## src/depth_sorted_insert_queue_core_defines.svh

```systemverilog
// Assertion macros for the depth sorted insert queue.
// IMPLY checks a consequent in the same cycle, NEXT in the cycle after.
`ifndef DEPTH_SORTED_INSERT_QUEUE_CORE_DEFINES_SVH
`define DEPTH_SORTED_INSERT_QUEUE_CORE_DEFINES_SVH

`ifndef ASSERT_OFF
`define DSIQ_ASSERT_IMPLY(label, clk, rst_n, ante, cons, msg) \
    label: assert property (@(posedge clk) disable iff (!rst_n) (ante) |-> (cons)) \
        else $error(msg);
`define DSIQ_ASSERT_NEXT(label, clk, rst_n, ante, cons, msg) \
    label: assert property (@(posedge clk) disable iff (!rst_n) (ante) |=> (cons)) \
        else $error(msg);
`else
`define DSIQ_ASSERT_IMPLY(label, clk, rst_n, ante, cons, msg)
`define DSIQ_ASSERT_NEXT(label, clk, rst_n, ante, cons, msg)
`endif

`endif

```

## src/dsiq_pkg.sv

```systemverilog
package dsiq_pkg;

    localparam int unsigned QUEUE_CAPACITY_DEF = 32;
    localparam int unsigned HANDLE_BITS_DEF    = 16;
    localparam int unsigned HANDLE_FIELD_W     = 16;
    localparam int unsigned KEY_W              = 32;

    typedef logic signed [KEY_W-1:0] t_key;

    typedef enum logic [1:0] {
        OP_INSERT = 2'd0,
        OP_DRAIN  = 2'd1,
        OP_CLEAR  = 2'd2
    } t_op;

    typedef enum logic [1:0] {
        ST_DONE     = 2'd0,
        ST_REJECTED = 2'd1,
        ST_DRAINED  = 2'd2,
        ST_EMPTY    = 2'd3
    } t_status;

    typedef enum logic {
        S_IDLE  = 1'b0,
        S_DRAIN = 1'b1
    } t_state;

    // per-cycle command broadcast to every cell
    typedef struct packed {
        logic insert;
        logic rotate;
    } t_cell_ctl;

endpackage

```

## src/dsiq_cell.sv

```systemverilog
module dsiq_cell #(
    parameter int unsigned HW = 16
) (
    input  logic                i_clk,
    input  dsiq_pkg::t_cell_ctl i_ctl,
    input  logic                i_desc,
    input  logic                i_occupied,
    input  logic                i_wrap,
    input  dsiq_pkg::t_key      i_new_key,
    input  logic [HW-1:0]       i_new_handle,
    input  logic                i_left_ge,
    input  dsiq_pkg::t_key      i_left_key,
    input  logic [HW-1:0]       i_left_handle,
    input  dsiq_pkg::t_key      i_right_key,
    input  logic [HW-1:0]       i_right_handle,
    input  dsiq_pkg::t_key      i_head_key,
    input  logic [HW-1:0]       i_head_handle,
    output logic                o_ge,
    output dsiq_pkg::t_key      o_key,
    output logic [HW-1:0]       o_handle
);
    import dsiq_pkg::*;

    t_key          r_key;
    logic [HW-1:0] r_handle;
    t_key          n_key;
    logic [HW-1:0] n_handle;
    logic          w_stop;

    // stored entry must sit behind the new one (equal keys stay in front)
    assign w_stop = i_desc ? (r_key < i_new_key) : (r_key > i_new_key);
    // once a cell in front has stopped, every cell behind it shifts too;
    // the row need not be sorted after a direction change
    assign o_ge   = i_left_ge || !i_occupied || w_stop;

    always_comb begin
        n_key    = r_key;
        n_handle = r_handle;
        if (i_ctl.insert) begin
            if (o_ge && !i_left_ge) begin
                n_key    = i_new_key;
                n_handle = i_new_handle;
            end else if (o_ge) begin
                n_key    = i_left_key;
                n_handle = i_left_handle;
            end
        end else if (i_ctl.rotate) begin
            // last occupied cell closes the ring back to the head
            if (i_wrap) begin
                n_key    = i_head_key;
                n_handle = i_head_handle;
            end else begin
                n_key    = i_right_key;
                n_handle = i_right_handle;
            end
        end
    end

    always_ff @(posedge i_clk) begin
        r_key    <= n_key;
        r_handle <= n_handle;
    end

    assign o_key    = r_key;
    assign o_handle = r_handle;

endmodule

```

## config.mk

```make
export PLATFORM = sky130hd
export DESIGN_NAME = dsiq_cell
export DESIGN_NICKNAME = d
export VERILOG_FILES = /design/src/depth_sorted_insert_queue_core_defines.svh /design/src/dsiq_pkg.sv /design/src/dsiq_cell.sv
export SDC_FILE = /design/constraint.sdc
export NUM_CORES = 1
export LEC_CHECK = 0
export BUFFER_PORTS_ARGS = -buffer_cell sky130_fd_sc_hd__buf_4
export CORE_MARGIN = 4
export CORE_UTILIZATION = 46
export CTS_BUF_LIST = sky130_fd_sc_hd__clkbuf_2
export CTS_CLUSTER_DIAMETER = 80
export CTS_CLUSTER_SIZE = 8
export DETAILED_ROUTE_END_ITERATION = 16
export GPL_ROUTABILITY_DRIVEN = 0
export MAX_ROUTING_LAYER = met4
export PLACE_DENSITY = 0.89
export SYNTH_ARGS = -nofsm -noshare
export SYNTH_HDL_FRONTEND = slang
export SYNTH_SLANG_ARGS = --single-unit
```

## constraint.sdc

```tcl
create_clock -name i_clk -period 4.65 [get_ports i_clk]
set_clock_uncertainty 0.05 [all_clocks]
set_input_delay 0.2325 -clock i_clk [delete_from_list [all_inputs] [get_ports i_clk]]
set_output_delay 0.2325 -clock i_clk [all_outputs]
set_load 0.01 [all_outputs]
```

; ---- Word level (Yosys, flattened, before mapping)
; Index checks and enable logic that the tools add are counted.
[op_classes]
order_cmp = 2
n_eq_ne = 1
n_mux = 11
reduce_logical = 7
[op_table]
columns = cell, count
row1 = 32-bit two-way mux, 5
row2 = 16-bit two-way mux, 5
row3 = 32-bit greater-than comparator, 1
row4 = 32-bit less-than comparator, 1
row5 = 3-bit by 1-bit != test with 1-bit output (second input constant), 1
row6 = 1-bit zero test, 2
row7 = 1-bit logical OR, 2
row8 = 2-bit AND reduction, 1
row9 = 2-bit nonzero test, 1
row10 = 1-bit logical AND, 1
row11 = 1-bit two-way mux, 1
[word_totals]
ff_bits = 48
inputBits = 199
out_inout_bits = 49
wordCells = 23

; ---- Longest topological paths before layout
; Gate-level depths: netlist of the first run.
[depth]
word_depth = 6
ltp_mapped = 11
ltp_nobuf = 9

; ---- Worst setup path before layout of the first run
; OpenSTA, ideal clock, no wires.
[synth_timing]
path_kind = register to register
from = reg r_key[13], in the netlist o_key[13]
to = reg r_handle[0], in the netlist o_handle[0] (enable)
setup_time_ns = 0.385
arrival_ns = 3.191
required_ns = 4.215
setup_slack_ns = 1.025
path_stages_with_launch = 10
path_buffers = 1
synth_period_minus_slack_ns = 3.625
cell_sequence = edfxtp_1 -> ha_1 -> a21o_1 -> a21o_1 -> a221o_1 -> o31a_1 -> o22a_2 -> clkbuf_1 -> nor2_1 -> mux2_2
[synth_via]
elab_chain_len = 6
elab_cells_between_ends = 7
classes_between = order compare: 2 / eq/ne: 1 / mux: 1 / reduce/logical: 3
[synth_rtl]
columns = item, line
row1 = "start, declared", dsiq_cell.sv:24  ; t_key r_key;
row2 = "start signal, assigned", dsiq_cell.sv:60  ; r_key <= n_key;
row3 = 32-bit greater-than comparator or 32-bit less-than comparator (tied branches), dsiq_cell.sv:31  ; assign w_stop = i_desc ? (r_key < i_new_key) : (r_key > i_new_key);
row4 = 1-bit two-way mux *, dsiq_cell.sv:31
row5 = 1-bit logical OR *, dsiq_cell.sv:34  ; assign o_ge = i_left_ge || !i_occupied || w_stop;
row6 = via o_ge, dsiq_cell.sv:18  ; output logic o_ge,
row7 = 1-bit logical AND, dsiq_cell.sv:40  ; if (o_ge && !i_left_ge) begin
row8 = 3-bit by 1-bit != test with 1-bit output (no line) *, -
row9 = 2-bit AND reduction (no line) *, -
row10 = "end signal, assigned", dsiq_cell.sv:61  ; r_handle <= n_handle;
row11 = "end, declared", dsiq_cell.sv:25  ; logic [HW-1:0] r_handle;
; The timed path passes the listed nets; every way through them passes the cells marked *.
; A chain may end at the register's enable or synchronous reset.

; ---- Worst setup path after layout of the first run
[layout_timing]
from = reg r_key[13], in the netlist o_key[13]
to = reg r_key[27], in the netlist o_key[27], data pin
[layout_via]
elab_chain_len = 6
elab_cells_between_ends = 7
classes_between = order compare: 2 / mux: 3 / reduce/logical: 2
[layout_rtl]
columns = item, line
row1 = 32-bit greater-than comparator or 32-bit less-than comparator (tied branches), dsiq_cell.sv:31
row2 = 1-bit two-way mux *, dsiq_cell.sv:31
row3 = 1-bit logical OR *, dsiq_cell.sv:34
row4 = 1-bit logical AND *, dsiq_cell.sv:40
row5 = 32-bit two-way mux *, dsiq_cell.sv:40
row6 = 32-bit two-way mux *, dsiq_cell.sv:39  ; if (i_ctl.insert) begin
row7 = via n_key[27], dsiq_cell.sv:26  ; t_key n_key;
; Marked as above.

==> impl_metrics.yaml, run 1 <==
yosys:
  ys.flop_type: "edfxtp_1"
  syn-num-nets: 691
  synth_area_um2: 4260
  ys_types: 39
  ys_seq_elements: 48
  synthCells: 460
  synthArstFlopShare_pct: 0
  synth_top_area_share_pct: 33.8
  avgSynthCellArea_um2: 9.27
  ys_seq_area_share_pct: 33.8
  ys_top_cells_by_count: "a31oi_1, nor2b_1, a211oi_1, edfxtp_1, o31ai_1"
  synth_top_cell_by_area: "edfxtp_1"
  synth_area_leaders: "edfxtp_1, ha_1, a211oi_1"
  synth_edf_count: 48
  ys_warn_count: 0
cells_and_area:
  drive_gt1_share_pct: 39.5
  nNetsFinal: 899
  area_growth_pct: 43.4
  utilization_pct: 68.8
  fin_area_um2: 6120
  fin_cells: 778
  fillers: 704
detailed_routing:
  drtIter0Drc: 316
  vias_per_cell: 6.11
  routed_wl_mm: 14.7
  dr.pass1.iters: 4
  vias: 4751
  drc: 0
  wl_per_cell_um: 18.9
  ant_nets: 0
placement:
  dp_cells: 769
  hpwl_mm: 10.9
  post_dp_cell_area_um2: 6070
  port-buffer-count: 247
grt:
  antenna_found_initial: 1
  overflow: 0
  grt_pass1_vias: 4768
  grt_pass1_wl_mm: 23.3
  grt_use_total_pct: 26.7
  grt_max_degree: 98
sta:
  setup_tns_ps: 0
  maxSlewHeadroom_pct: 34.6
  report.final.hold_viol_count: 0
  slew_violations: 0
  rsz0062_at_grt: "false"
  max_freq_mhz: 286
  min_period_ps: 3500
  fin_crit_sh_pct: 75.2
  setup_viol: 0
  worstMarginPinSlew_ps: 981
  fin_hold_ws_ps: 94.8
cts:
  cts_resized: 0
  clkTransAtPathRegs_ps: 270
  clock_sink_count: 48
  cts_buffers: 5
  cts_buffer_depth: 2
  worstSkewPairLatency_ps: 440
  htree_levels: 2
  cts_tree: "built"
  cts_hold_buf: 0
  post_cts_buffers: 0
  cts_root_buf: "clkbuf_2"
setup_path:
  worstSetupStartpointType: "register"
  reg2regPathDepth: 9
  ff2ff_setup_slack_ps: 1150
  worstPathArrival_ps: 3600
  r2r_end: "o_key[27]"
  critPathKind: "register to register"
  rr_startpoint: "o_key[13]"
  end_kind: "register"
  crit_fanout: 79
  cp_data_required_time_ps: 4760
floorplanning:
  die-area_um2: 10900
  ioPinCount: 248
  core_um2: 8890
  die_x_um: 104
  die_y_um: 104
  rows: 34
  initial_utilization_pct: 48.0
min_path:
  hold_class: "input port to register"
  hold_end: "o_key[18]"
  whs_path_depth: 3
  min-delay-start: "i_left_key[18]"
power_and_ir_drop:
  p_leak_nw: 2.73
  power_density_nw_per_um2: 220
  vdd_ir_drop_max_uv: 157
flow_run:
  drv_cap: 0
status:
  outcome: "completed"
cell usage in the layout, fill, tap and decap left out, types with 2 or more instances in the layout:
| cell | n |
|---|---|
| nor2b_1 | 49 |
| clkbuf_2 | 5 |
| nand3_1 | 2 |
| nor2_1 | 2 |
| a211oi_1 | 48 |
| edfxtp_1 | 48 |
| nand4_1 | 6 |
| nand2_1 | 5 |
| o31ai_1 | 48 |
| o21ai_0 | 3 |
| or4_1 | 31 |
| nand4b_1 | 17 |
| a21oi_1 | 11 |
| a31oi_1 | 49 |
| a21o_1 | 5 |
| o211ai_1 | 2 |
| clkinv_2 | 2 |
| buf_4 | 250 |
| inv_1 | 33 |
| ha_1 | 32 |
| nand2b_1 | 2 |
power breakdown:
| part | leakage, nW | switching (mW) | total (mW) | internal (mW) |
|---|---|---|---|---|
| combinational | 2.21 | 0.285 | 0.585 | 0.300 |
| clock | 0.0302 | 0.144 | 0.178 | 0.0338 |
| sequential | 0.482 | 0.0299 | 0.585 | 0.555 |
| total | 2.73 | 0.459 | 1.35 | 0.889 |
per-stage QoR:
| stage | worst slack (ps) | power, mW |
|---|---|---|
| after floorplan | 1020 | 0.885 |
| after global placement | 1250 | 1.16 |
| after detailed placement | 1220 | 1.18 |
| after CTS | 1160 | 1.35 |
| after global routing | 887 | 1.43 |
| final | 1150 | 1.35 |
critical path, cell delays in order (launching register included):
cell and delay (ps):
edfxtp_1 480, ha_1 310, nand4_1 160, nor4_1 420, a31oi_1 180, or3_1 400, a211oi_4 250, buf_4 630
or4_1 210, a31oi_1 90
final cells by class:
class	count	area, um2	area share, %
flip-flops and latches	48	1440	23.6
well taps	108	135	2.21
repair buffers	251	1900	31.0
diodes	1	2.50	0.0409
inverters	33	124	2.03
clock buffers	5	25.0	0.409
clock inverters	3	13.8	0.225
multi-input cells	329	2480	40.5
sequential cells by signal, summed over array words and instances, names as in the netlist:
signal    flops
o_key        32
o_handle     16
metal layers:
layer  vias to the layer above  routed length (um)  global-route usage [%]
met2                       260                7490                    45.0
met1                      2189                5420                    31.0
met5                         -                   0                       -
met4                         0                 510                    11.1
li1                       2262                   -                       -
met3                        40                1300                    5.71
worst max-delay path by stage:
| stage | start | end | slack, ps | depth (start not counted) |
|---|---|---|---|---|
| after global placement | o_key[15] | o_handle[15] | 1250 | 9 |
| after floorplan | o_key[13] | o_handle[0] | 1020 | 9 |
| after CTS | o_key[13] | o_handle[15] | 1160 | 9 |
| after detailed placement | o_key[7] | o_handle[15] | 1220 | 9 |
| after global routing | o_key[13] | o_key[30] | 890 | 9 |
| final | o_key[13] | o_key[27] | 1150 | 9 |
cells by family after synthesis:
logic type	after synthesis	share of synthesized area, %
muxes	1	0.264
adders and majority gates	32	9.39
AOI/OAI and AO/OA	174	28.8
and+or+nand+nor	122	19.6
DFF	48	33.8
buffers and inverters	83	8.10
No activity file was read; power rests on OpenSTA's default activity.
==> run 2, diff against run 1 <==
--- a/config.mk
+++ b/config.mk
@@ -7,14 +7,14 @@
 export LEC_CHECK = 0
 export BUFFER_PORTS_ARGS = -buffer_cell sky130_fd_sc_hd__buf_4
 export CORE_MARGIN = 4
-export CORE_UTILIZATION = 46
+export CORE_UTILIZATION = 41
 export CTS_BUF_LIST = sky130_fd_sc_hd__clkbuf_2
 export CTS_CLUSTER_DIAMETER = 80
 export CTS_CLUSTER_SIZE = 8
 export DETAILED_ROUTE_END_ITERATION = 16
 export GPL_ROUTABILITY_DRIVEN = 0
 export MAX_ROUTING_LAYER = met4
-export PLACE_DENSITY = 0.89
+export PLACE_DENSITY = 0.84
 export SYNTH_ARGS = -nofsm -noshare
 export SYNTH_HDL_FRONTEND = slang
 export SYNTH_SLANG_ARGS = --single-unit
==> constraint.sdc (replaced) <==
create_clock -name i_clk -period 3.07 [get_ports i_clk]
set_clock_uncertainty 0.05 [all_clocks]
set_input_delay 0.1535 -clock i_clk [delete_from_list [all_inputs] [get_ports i_clk]]
set_output_delay 0.1535 -clock i_clk [all_outputs]
set_load 0.01 [all_outputs]
==> impl_metrics.yaml, run 2 (same netlist as run 1, synthesis figures left out) <==
status:
  outcome: "finished with violations"
  violations: "negative setup slack"
power_and_ir_drop:
  vdd_ir_drop_max_uv: 182
  p_leak_nw: 3.06
  power_density_nw_per_um2: 322
cells_and_area:
  fillers: 730
  area_growth_pct: 63.3
  fin_area_um2: 6960
  layout_common_cells: "buf_4, nor2b_1, a211oi_1, edfxtp_1, a31oi_1"
  final_common_cell: "buf_4"
  antenna_cells: 0
  largest_reg_flops: 32
  nNetsFinal: 946
  drive_gt1_share_pct: 45.5
  fin_cells: 849
grt:
  busiest_layer: "met2"
  grt_pass1_wl_mm: 22.6
  antenna_found_initial: 0
  grt_pass1_vias: 4682
  met3_usage_pct: 3.20
  grt_use_total_pct: 24.2
  grt_max_degree: 97
  grtUsageMet1_pct: 28.1
  met2_usage_pct: 43.6
  overflow: 0
placement:
  dp_cells: 803
  hpwl_mm: 11.2
  port-buffer-count: 247
  dp_slack_ps: -120
  post_dp_cell_area_um2: 6230
sta:
  fin_crit_sh_pct: 106
  fin_ws_ps: -176
  min_period_ps: 3250
  fin_hold_ws_ps: 20.5
  slew_violations: 0
  max_freq_mhz: 308
  maxSlewHeadroom_pct: 37.5
  setup_tns_ps: -3710
  setup_viol: 49
  rsz0062_at_grt: "true"
  worstMarginPinSlew_ps: 938
  report.final.hold_viol_count: 0
setup_path:
  rr_startpoint: "o_key[31]"
  worstPathArrival_ps: 3480
  end_kind: "register"
  r2r_end: "o_key[21]"
  worstSetupStartpointType: "register"
  cp_data_required_time_ps: 3310
  critPathKind: "register to register"
  crit_fanout: 4
  ff2ff_setup_slack_ps: -180
  reg2regPathDepth: 12
flow_run:
  drv_cap: 0
detailed_routing:
  ant_nets: 0
  drtIter0Drc: 377
  dr.pass1.iters: 5
  vias: 5086
  routed_wl_mm: 16.7
  vias_per_cell: 5.99
  drc: 0
  wl_per_cell_um: 19.7
cts:
  cts_buffers: 5
  htree_levels: 2
  cts_tree: "built"
  clock_sink_count: 48
  cts_buffer_depth: 2
  worstSkewPairLatency_ps: 450
  cts_root_buf: "clkbuf_2"
  clkTransAtPathRegs_ps: 280
floorplanning:
  rows: 36
  die_y_um: 110
  ioPinCount: 248
  die-area_um2: 12100
  initial_utilization_pct: 42.8
  die_x_um: 110
  core_um2: 9950
min_path:
  min-delay-start: "i_left_handle[2]"
  whs_path_depth: 3
  hold_end: "o_handle[2]"
  hold_class: "input port to register"
[run 2: cell count changes in the layout (fill, tap and decap cells not counted), moves of 4 or more]
cell           previous run  this run
ha_4                      0         6
or4_1                    31        21
o31ai_1                  48        43
buf_12                    1         5
dlygate4sd3_1             0        14
o31ai_2                   0         5
buf_4                   250       268
clkbuf_16                 0         5
or4_4                     0        10
ha_1                     32        26
[run 2: timing repair]
action / in CTS / in global routing
gates cloned: 1 / 6
endpoints found under the setup margin: 90 / 97
hold buffers: 10 / 4
resized for setup: 5 / 39
pin swaps: 7 / 22
buffers inserted: 8 / 10
hold endpoints to repair: 7 / 3
[run 2: power by group]
group          leakage (nW)  switching, mW  internal [mW]
sequential            0.482         0.0528          0.841
combinational          2.55          0.500          0.580
clock                0.0266          0.215         0.0567
total                  3.06          0.768           1.48
[run 2: stage by stage]
| stage | total power [mW] | util, % |
|---|---|---|
| global route | 2.36 | 70.0 |
| finish | 2.24 | 70.0 |
| detailed placement | 1.82 | 62.6 |
| CTS | 2.12 | 65.3 |
| floorplan | 1.35 | - |
| global placement | 1.78 | 62.6 |
[run 2: worst max-delay path by stage]
stage | start | end | slack [ps] | cells past startpoint
after global placement | o_key[13] | o_key[26] | 20 | 9
after floorplan | o_key[13] | o_handle[0] | 10 | 9
after detailed placement | o_key[7] | o_key[22] | -120 | 9
after CTS | o_key[31] | o_ge | -120 | 9
final | o_key[31] | o_key[21] | -180 | 12
after global routing | o_key[31] | o_key[21] | -270 | 12
[run 2: final cells by class]
type | count | area [um2] | area share [%]
Sequential cell | 48 | 1440 | 20.7
Clock buffer | 6 | 30.0 | 0.431
Clock inverter | 2 | 11.3 | 0.162
Inverter | 33 | 124 | 1.78
Multi-Input combinational cell | 330 | 2740 | 39.3
Timing Repair Buffer | 297 | 2450 | 35.2
Tap cell | 133 | 166 | 2.39
[run 2: critical path, stage by stage, from the launching register on]
cell       delay, ps
edfxtp_1         510
ha_4             310
nand4_1          170
buf_4            190
or2_2            290
o211ai_1         240
buf_4            180
a211oi_4          50
buf_6            130
buf_8            130
clkbuf_16        140
or4_4            520
a31oi_1          160
[run 2: metal layers]
layer | part of all wire, % | vias up
met1 | 37 | 2385
met3 | 8.4 | 51
met5 | 0 | -
met4 | 2.8 | 0
met2 | 52 | 291
li1 | - | 2359
